<file path="config.mk">
export PLATFORM = sky130hd
export DESIGN_NAME = address_region_decoder
export DESIGN_NICKNAME = d
export VERILOG_FILES = /design/src/rtl/core/ard_pkg.sv /design/src/rtl/core/address_region_decoder.sv /design/src/rtl/core/ard_cell.sv
export SDC_FILE = /design/constraint.sdc
export NUM_CORES = 2
export LEC_CHECK = 0
export BUFFER_PORTS_ARGS = -buffer_cell sky130_fd_sc_hd__buf_4
export CAP_MARGIN = 20
export CORE_MARGIN = 2
export CORE_UTILIZATION = 40
export CTS_CLUSTER_SIZE = 40
export DETAILED_ROUTE_END_ITERATION = 16
export HOLD_SLACK_MARGIN = 0.12
export SETUP_SLACK_MARGIN = 0.2
export SLEW_MARGIN = 25
export SYNTH_ARGS = -nofsm -noshare
export SYNTH_HDL_FRONTEND = slang
export SYNTH_SLANG_ARGS = --single-unit
</file>
<file path="constraint.sdc">
create_clock -name clock -period 16.7 [get_ports clock]
set_clock_uncertainty 0.15 [all_clocks]
set_input_delay 0 -clock clock [delete_from_list [all_inputs] [get_ports clock]]
set_output_delay 0 -clock clock [all_outputs]
set_load 0.03 [all_outputs]
</file>
<file path="src/rtl/core/ard_pkg.sv">
`timescale 1ns / 1ps
// ----------------------------------------------------------------------------
// ard_pkg
// Shared types and codes of the address region decoder.
// ----------------------------------------------------------------------------
package ard_pkg;

   localparam int NUM_REGIONS_DEF = 8;
   localparam int ADDR_WIDTH_DEF  = 16;
   localparam int TARGET_WIDTH    = 4;
   localparam int STATUS_WIDTH    = 3;
   localparam int ACTION_WIDTH    = 2;

   localparam logic [ACTION_WIDTH-1:0] ACT_DECODE  = 2'd0;
   localparam logic [ACTION_WIDTH-1:0] ACT_MOUNT   = 2'd1;
   localparam logic [ACTION_WIDTH-1:0] ACT_UNMOUNT = 2'd2;
   localparam logic [ACTION_WIDTH-1:0] ACT_CLEAR   = 2'd3;

   localparam logic [STATUS_WIDTH-1:0] STS_OK        = 3'd0;
   localparam logic [STATUS_WIDTH-1:0] STS_UNMAPPED  = 3'd1;
   localparam logic [STATUS_WIDTH-1:0] STS_OCCUPIED  = 3'd2;
   localparam logic [STATUS_WIDTH-1:0] STS_NO_REGION = 3'd3;
   localparam logic [STATUS_WIDTH-1:0] STS_FULL      = 3'd4;

   typedef enum logic [1:0] {
      ST_IDLE,
      ST_CMP,
      ST_RES
   } state_type;

   // Per-slot compare results, also used as the running "seen" flags of the chain.
   typedef struct packed {
      logic hit;
      logic free;
      logic match;
      logic ovl;
   } flags_type;

   // Table update broadcast to all cells at commit.
   typedef struct packed {
      logic mount;
      logic unmount;
      logic clear;
   } cmd_type;

endpackage

</file>
<file path="src/rtl/core/address_region_decoder.sv">
`timescale 1ns / 1ps
// ----------------------------------------------------------------------------
// address_region_decoder
// Region table with decode, mount, unmount and clear transactions.
// ----------------------------------------------------------------------------
// Usage:
//   req_* carries one transaction: action, address, region_size, target_id.
//   rsp_* returns exactly one result per transaction: status, hit_target,
//   offset and the total mapped size after the transaction.
//   The table is a row of NUM_REGIONS slot cells. A transaction is compared
//   in every cell in ST_CMP; in ST_RES, which follows, the first-hit,
//   first-free and first-match selections ripple along the cells and,
//   once the output register is free, the table is updated and the result
//   is registered.
//   The next transaction is taken in the cycle that commits the current
//   one, since its compare needs the updated table.
//   A result stalled in the output register holds the commit of the next
//   transaction, and no further transaction is accepted until that commit.
//   Reset empties the table, zeroes the total and drops any pending result.
// ----------------------------------------------------------------------------
module address_region_decoder #(
   parameter int NUM_REGIONS = ard_pkg::NUM_REGIONS_DEF,
   parameter int ADDR_WIDTH  = ard_pkg::ADDR_WIDTH_DEF,
   localparam int REQ_BITS   = ard_pkg::ACTION_WIDTH + 2 * ADDR_WIDTH + 1
                               + ard_pkg::TARGET_WIDTH,
   localparam int REQ_WIDTH  = ((REQ_BITS + 7) / 8) * 8,
   localparam int RSP_BITS   = ard_pkg::STATUS_WIDTH + ard_pkg::TARGET_WIDTH
                               + 2 * ADDR_WIDTH + 1,
   localparam int RSP_WIDTH  = ((RSP_BITS + 7) / 8) * 8
) (
   input  logic                 clock,
   input  logic                 reset,
   input  logic                 req_tvalid,
   output logic                 req_tready,
   // action, address, region_size, target_id (from bit 0), zero padded
   input  logic [REQ_WIDTH-1:0] req_tdata,
   output logic                 rsp_tvalid,
   input  logic                 rsp_tready,
   // status, hit_target, offset, total_mapped (from bit 0), zero padded
   output logic [RSP_WIDTH-1:0] rsp_tdata
);

   localparam int AW = ADDR_WIDTH;
   localparam int TW = ard_pkg::TARGET_WIDTH;
   localparam logic [AW+1:0] SPACE_SIZE = {2'b01, {AW{1'b0}}};

   ard_pkg::state_type state_ff, state_in;

   logic [ard_pkg::ACTION_WIDTH-1:0] action_ff;
   logic [AW-1:0]                    address_ff;
   logic [AW:0]                      size_ff;
   logic [TW-1:0]                    target_ff;

   logic [AW:0]                      total_ff, total_in;
   logic                             rsp_valid_ff, rsp_valid_in;
   logic [RSP_BITS-1:0]              rsp_data_ff, rsp_data_in;

   logic                             accept, commit, cmp_en, out_free;
   logic [AW+1:0]                    end_sum;
   logic                             range_ok;
   ard_pkg::cmd_type                 cmd;

   ard_pkg::flags_type               seen_chain   [NUM_REGIONS+1];
   logic [TW-1:0]                    target_chain [NUM_REGIONS+1];
   logic [AW-1:0]                    offset_chain [NUM_REGIONS+1];
   logic [AW:0]                      drop_chain   [NUM_REGIONS+1];

   logic [ard_pkg::STATUS_WIDTH-1:0] status;
   logic [TW-1:0]                    hit_target;
   logic [AW-1:0]                    hit_offset;

   assign out_free = !rsp_valid_ff || rsp_tready;
   assign accept   = req_tvalid && req_tready;

   // next state
   always_comb begin
      state_in = state_ff;
      unique case (state_ff)
         ard_pkg::ST_IDLE: begin
            if (accept) begin
               state_in = ard_pkg::ST_CMP;
            end
         end
         ard_pkg::ST_CMP: begin
            state_in = ard_pkg::ST_RES;
         end
         ard_pkg::ST_RES: begin
            if (commit) begin
               state_in = accept ? ard_pkg::ST_CMP : ard_pkg::ST_IDLE;
            end
         end
         default: begin
            state_in = ard_pkg::ST_IDLE;
         end
      endcase
   end

   // control outputs
   always_comb begin
      cmp_en     = 1'b0;
      commit     = 1'b0;
      req_tready = 1'b0;
      unique case (state_ff)
         ard_pkg::ST_IDLE: begin
            req_tready = 1'b1;
         end
         ard_pkg::ST_CMP: begin
            cmp_en = 1'b1;
         end
         ard_pkg::ST_RES: begin
            commit     = out_free;
            req_tready = out_free;
         end
         default: begin
            cmp_en = 1'b0;
         end
      endcase
   end

   always_ff @(posedge clock) begin
      if (reset) begin
         state_ff <= ard_pkg::ST_IDLE;
      end else begin
         state_ff <= state_in;
      end
   end

   always_ff @(posedge clock) begin
      if (accept) begin
         action_ff  <= req_tdata[ard_pkg::ACTION_WIDTH-1:0];
         address_ff <= req_tdata[AW+1:2];
         size_ff    <= req_tdata[2*AW+2:AW+2];
         target_ff  <= req_tdata[2*AW+TW+2:2*AW+3];
      end
   end

   assign end_sum  = {2'b00, address_ff} + {1'b0, size_ff};
   assign range_ok = (size_ff != '0) && (end_sum <= SPACE_SIZE);

   assign seen_chain[0]   = '0;
   assign target_chain[0] = '0;
   assign offset_chain[0] = '0;
   assign drop_chain[0]   = '0;

   for (genvar i = 0; i < NUM_REGIONS; i++) begin : g_cell
      ard_cell #(
         .ADDR_WIDTH(ADDR_WIDTH)
      ) u_cell (
         .clock         (clock),
         .reset         (reset),
         .cmp_en        (cmp_en),
         .req_addr      (address_ff),
         .req_end       (end_sum[AW:0]),
         .req_target    (target_ff),
         .cmd           (cmd),
         .seen_in       (seen_chain[i]),
         .seen_out      (seen_chain[i+1]),
         .hit_target_in (target_chain[i]),
         .hit_target_out(target_chain[i+1]),
         .hit_offset_in (offset_chain[i]),
         .hit_offset_out(offset_chain[i+1]),
         .drop_size_in  (drop_chain[i]),
         .drop_size_out (drop_chain[i+1])
      );
   end

   always_comb begin
      cmd        = '0;
      status     = ard_pkg::STS_OK;
      hit_target = '0;
      hit_offset = '0;
      total_in   = total_ff;
      unique case (action_ff)
         ard_pkg::ACT_DECODE: begin
            if (seen_chain[NUM_REGIONS].hit) begin
               hit_target = target_chain[NUM_REGIONS];
               hit_offset = offset_chain[NUM_REGIONS];
            end else begin
               status = ard_pkg::STS_UNMAPPED;
            end
         end
         ard_pkg::ACT_MOUNT: begin
            priority if (!range_ok) begin
               status = ard_pkg::STS_UNMAPPED;
            end else if (seen_chain[NUM_REGIONS].ovl) begin
               status = ard_pkg::STS_OCCUPIED;
            end else if (!seen_chain[NUM_REGIONS].free) begin
               status = ard_pkg::STS_FULL;
            end else begin
               cmd.mount = commit;
               total_in  = total_ff + size_ff;
            end
         end
         ard_pkg::ACT_UNMOUNT: begin
            if (seen_chain[NUM_REGIONS].match) begin
               cmd.unmount = commit;
               total_in    = total_ff - drop_chain[NUM_REGIONS];
            end else begin
               status = ard_pkg::STS_NO_REGION;
            end
         end
         ard_pkg::ACT_CLEAR: begin
            cmd.clear = commit;
            total_in  = '0;
         end
         default: begin
            status = ard_pkg::STS_OK;
         end
      endcase
   end

   assign rsp_data_in  = {total_in, hit_offset, hit_target, status};
   assign rsp_valid_in = commit ? 1'b1 : (rsp_tready ? 1'b0 : rsp_valid_ff);

   always_ff @(posedge clock) begin
      if (reset) begin
         total_ff     <= '0;
         rsp_valid_ff <= 1'b0;
      end else begin
         rsp_valid_ff <= rsp_valid_in;
         if (commit) begin
            total_ff <= total_in;
         end
      end
   end

   always_ff @(posedge clock) begin
      if (commit) begin
         rsp_data_ff <= rsp_data_in;
      end
   end

   assign rsp_tvalid = rsp_valid_ff;
   assign rsp_tdata  = RSP_WIDTH'(rsp_data_ff);

endmodule

</file>
<file path="src/rtl/core/ard_cell.sv">
`timescale 1ns / 1ps
// ----------------------------------------------------------------------------
// ard_cell
// One region slot: holds start, end and target, compares the current
// transaction and passes the first-hit, first-free and first-match selections to the next cell.
// ----------------------------------------------------------------------------
module ard_cell #(
   parameter int ADDR_WIDTH = ard_pkg::ADDR_WIDTH_DEF
) (
   input  logic                              clock,
   input  logic                              reset,
   input  logic                              cmp_en,
   input  logic [ADDR_WIDTH-1:0]             req_addr,
   input  logic [ADDR_WIDTH:0]               req_end,
   input  logic [ard_pkg::TARGET_WIDTH-1:0]  req_target,
   input  ard_pkg::cmd_type                  cmd,
   input  ard_pkg::flags_type                seen_in,
   output ard_pkg::flags_type                seen_out,
   input  logic [ard_pkg::TARGET_WIDTH-1:0]  hit_target_in,
   output logic [ard_pkg::TARGET_WIDTH-1:0]  hit_target_out,
   input  logic [ADDR_WIDTH-1:0]             hit_offset_in,
   output logic [ADDR_WIDTH-1:0]             hit_offset_out,
   input  logic [ADDR_WIDTH:0]               drop_size_in,
   output logic [ADDR_WIDTH:0]               drop_size_out
);

   logic                             valid_ff, valid_in;
   logic [ADDR_WIDTH-1:0]            start_ff;
   logic [ADDR_WIDTH:0]              end_ff;
   logic [ard_pkg::TARGET_WIDTH-1:0] target_ff;
   ard_pkg::flags_type               flags_ff, flags_in;
   logic [ADDR_WIDTH-1:0]            offset_ff, offset_in;
   logic [ADDR_WIDTH:0]              size_ff, size_in;
   logic                             hit_sel, free_sel, match_sel;
   logic [ADDR_WIDTH:0]              addr_ext;

   assign addr_ext = {1'b0, req_addr};

   always_comb begin
      flags_in.hit   = valid_ff && (req_addr >= start_ff) && (addr_ext < end_ff);
      flags_in.free  = !valid_ff;
      flags_in.match = valid_ff && (start_ff == req_addr);
      flags_in.ovl   = valid_ff && (addr_ext < end_ff) && ({1'b0, start_ff} < req_end);
      offset_in      = req_addr - start_ff;
      size_in        = end_ff - {1'b0, start_ff};
   end

   always_ff @(posedge clock) begin
      if (cmp_en) begin
         flags_ff  <= flags_in;
         offset_ff <= offset_in;
         size_ff   <= size_in;
      end
   end

   assign hit_sel   = flags_ff.hit   && !seen_in.hit;
   assign free_sel  = flags_ff.free  && !seen_in.free;
   assign match_sel = flags_ff.match && !seen_in.match;

   always_comb begin
      seen_out.hit   = seen_in.hit   | flags_ff.hit;
      seen_out.free  = seen_in.free  | flags_ff.free;
      seen_out.match = seen_in.match | flags_ff.match;
      seen_out.ovl   = seen_in.ovl   | flags_ff.ovl;
      hit_target_out = hit_target_in | (hit_sel ? target_ff : '0);
      hit_offset_out = hit_offset_in | (hit_sel ? offset_ff : '0);
      drop_size_out  = drop_size_in  | (match_sel ? size_ff : '0);
   end

   always_comb begin
      priority if (cmd.clear) begin
         valid_in = 1'b0;
      end else if (cmd.mount && free_sel) begin
         valid_in = 1'b1;
      end else if (cmd.unmount && match_sel) begin
         valid_in = 1'b0;
      end else begin
         valid_in = valid_ff;
      end
   end

   always_ff @(posedge clock) begin
      if (reset) begin
         valid_ff <= 1'b0;
      end else begin
         valid_ff <= valid_in;
      end
   end

   always_ff @(posedge clock) begin
      if (cmd.mount && free_sel) begin
         start_ff  <= req_addr;
         end_ff    <= req_end;
         target_ff <= req_target;
      end
   end

endmodule

</file>
==> out/qor.txt <==
status: completed
dpl cells: 5,534
Die ar.: 0.112 mm^2
number of synthesized flops with an enable pin: 671
first-pass GRT wire length: 191,000 um
Max Clk Rate: 0.158 GHz
length in cells of the worst reg-to-reg path: 14
chip width: 334 um
Die Y-Extent: 334 um
worst-path maximum fanout: 34
Clock Pin Slew Worst Setup and Hold Paths: 0.06 ns
worst reg2reg path endpoint: g_cell[1].u_cell.start_ff[0]
post_cts resized: 0
post-synth cell types: 85
vias in the first global route: 32.6k
critical path data arrival time: 6.44 ns
initial antenna violation count: 2
DR WL met2: 60,400 um
CTS Hold Bufs: 86
Clock Power Share: 40.8%
post-synthesis sequential area ratio: 47.5%
final WL: 127,000 um
ANT nets after route: 0
fin crit period: 6.32 ns
crit-path max cell delay: 0.82 ns
P_leak: 20.9 nW
Core Util, Final: 46.0%
total power: 4.46 mW
Residual DRC: 0
Startpoint Class: register
Root Buffer: clkbuf_16
largest cells by area after synthesis: edfxtp_1 (46%), ha_1 (16%), inv_1 (4.0%), xnor2_1 (2.6%), a21o_1 (2.5%)
Crit. End Element: register
Worst Max-Slew Pin Slew: 1.08 ns
PortBufs: 84
FF+latch area: 0.0207 mm^2
met3 routed WL: 6190 um
Multi-input gate area: 0.0210 mm^2
worst hold path class: in -> reg
Mean Syn Cell Area: 10.8 um^2
total setup buffers inserted after CTS: 0
CP Class: reg -> reg
Crit path top cell by count: buf_4
post-route met1 wirelength: 55,200 um
largest net degree at the start of global routing: 160
Starting Density: 40.2%
total gr overflow: 0
Initial DRT Pass Iterations: 6
critical path cell sequence: buf_4 > ha_1 > fa_1 > a21o_1 > a221oi_4 > xnor2_1 > buf_4 > nor4_1 > nand4_1 > nor4_4 > a21o_1 > nand2b_1 > nor4b_4 > buf_4
asr flop ratio synth: 0%
Total Routing Usage GR: 22.6%
clk sinks: 699
Area Growth Syn to Fin: 14.5%
Main synth FF type: edfxtp_1
Cell Int Power: 3.27 mW
final std cells w/o fill: 5,771
worst hold slack: 0.215 ns
post-synthesis net count: 4,631
TritonCTS clock tree: done
VDD IR max: 66.0 uV
clock latency on the worst-skew pair: 0.66 ns
CP endpoint: g_cell[1].u_cell.start_ff[0]
Critical Path Source: address_ff[0]
routed vias: 32.3k
Slew Limit Fails: 0
layout cells sized above 1: 7.46%
Post-DP Area: 0.0464 mm^2
row count: 121
switching fraction of total power: 26.7%
Slew HR: 27.4%
Num CTS Buffers: 82
Ys Warns: 0
IO Count: 86
CORE AREA: 0.109 mm^2
Final Worst Setup Slack: 10.38 ns
r2r setup slk: 10.38 ns
MaxCap Viol Count: 0
WP data required: 16.82 ns
WL/cell: 22.0 um
Final Instance Area: 0.0500 mm^2
clock buffer depth: 3
Final setup viols: 0
Syn Std Cell Area: 0.0436 mm^2
FF+latch count, synth: 699
Yosys top cell by area: edfxtp_1
setup TNS: 0 ns
unrepaired setup endpoints after global routing: false
commonest non-fill, non-tap cell in the layout: edfxtp_1
max layer used: met4
final hold violations: 0
Flop pwr share: 44.9%
Comb power frac: 14.3%
share of the synthesized area in the top cell type: 46.2%
initial detailed-routing violation count: 2,306
commonest non-fill, non-tap cells in the layout: edfxtp_1 (671), ha_1 (544), inv_1 (461)
Final Cycle Share: 37.8%
filler cell count: 10.1k
Worst path slowest cell: nor4b_4
Detailed Place HPWL: 96,500 um
Layout Nets: 4,898
Power Density: 89.3 mW/mm^2
Placer Congestion: 0.926
Via-to-Cell Ratio: 5.60
H-tree levels: 3
Mapped Cells: 4,024
R2R Path Start: address_ff[0]
sw power: 1.19 mW
post-place setup slack: 10.40 ns
-- routing by layer --
layer	track usage [%]	vias to the layer above
met5	0	-
met4	9.08	0
met3	2.41	231
met2	38.7	856
met1	29.1	15700
li1	-	15500
-- sequential cells by signal (all words and copies together) (netlist names) --
| register | flops |
|---|---|
| size_ff | 17 |
| rsp_tvalid | 1 |
| rsp_tdata | 40 |
| g_cell.u_cell.target_ff | 32 |
| g_cell.u_cell.valid_ff | 8 |
| g_cell.u_cell.flags_ff | 32 |
| g_cell.u_cell.offset_ff | 128 |
| total_ff | 17 |
| g_cell.u_cell.end_ff | 136 |
| action_ff | 2 |
| g_cell.u_cell.start_ff | 128 |
| address_ff | 16 |
| state_ff | 2 |
| g_cell.u_cell.size_ff | 136 |
| target_ff | 4 |
-- power groups by stage --
| stage | Clock (mW) | Combinational, mW | Sequential (mW) |
|---|---|---|---|
| finish | 1.82 | 0.638 | 2.01 |
| detailed placement | 0 | 0.614 | 2.04 |
| floorplan | 0 | 0.360 | 2.07 |
| global placement | 0 | 0.603 | 2.04 |
| global route | 1.91 | 0.700 | 2.01 |
| CTS | 1.85 | 0.633 | 2.00 |
-- worst max-delay path, delay by kind of cell (launching register included) --
| kind | cells | cell delay (ns) |
|---|---|---|
| xor+xnor | 1 | 0.11 |
| fa+ha+maj | 2 | 0.70 |
| buf+inv | 3 | 1.02 |
| compound gates | 3 | 1.09 |
| flops | 1 | 0.36 |
| simple gates | 5 | 2.42 |
-- cell type report --
class	instances	area share (%)
repair buffers	239	4.09
clock buffers	108	4.40
flip-flops and latches	699	41.4
inverters	465	3.50
multi-input cells	2804	42.1
diodes	1	0.00501
well taps	1414	3.54
clock inverters	41	0.929
-- cells in the mapped netlist (8+ instances only) --
master     count
o21ai_0      212
o31a_1         8
xnor2_1      130
inv_1        463
nand4_1       43
edfxtp_1     671
o22ai_1        9
a31oi_1       36
nor2_1       282
o211ai_1       9
a21boi_0      75
a221o_1       62
o31ai_1       21
dfxtp_1       28
o21a_1        38
a211o_1       17
o2111a_1       8
a311oi_1      15
clkbuf_1      47
a21oi_1      204
nand2_1      228
ha_1         544
o21bai_1       9
nor3_1        83
and2_1        29
a21o_1       148
and3_1        37
a22oi_1       42
nor2b_1       62
a211oi_1      28
or3_1         37
and4_1        13
nor4_1        24
fa_1          19
or4_1         13
o2111ai_1     12
xor2_1        42
or2_2         14
a221oi_1      47
nand2b_1      53
nand3_1       73
-- cells by family after synthesis --
family | after synthesis | synth area share [%]
AO/OA/AOI/OAI | 1052 | 16.5
XOR/XNOR | 172 | 3.45
adder cells (fa/ha/maj) | 563 | 16.5
buffers and inverters | 521 | 4.52
flip-flops | 699 | 47.5
multiplexers | 3 | 0.0717
AND/OR/NAND/NOR | 1014 | 11.5
-- how the worst min path moves through the flow --
stage,from,endpoint,slack [ns],depth (start not counted)
after floorplan,req_tdata[0],action_ff[0],-0.05,0
after global placement,req_tdata[37],target_ff[2],0.03,1
after detailed placement,req_tdata[21],size_ff[3],0.03,1
after CTS,rsp_tready,state_ff[1],0.17,5
after global routing,rsp_tready,state_ff[1],0.27,5
final,rsp_tready,state_ff[1],0.22,5
Note: power is estimated with default switching activity, not from simulation.
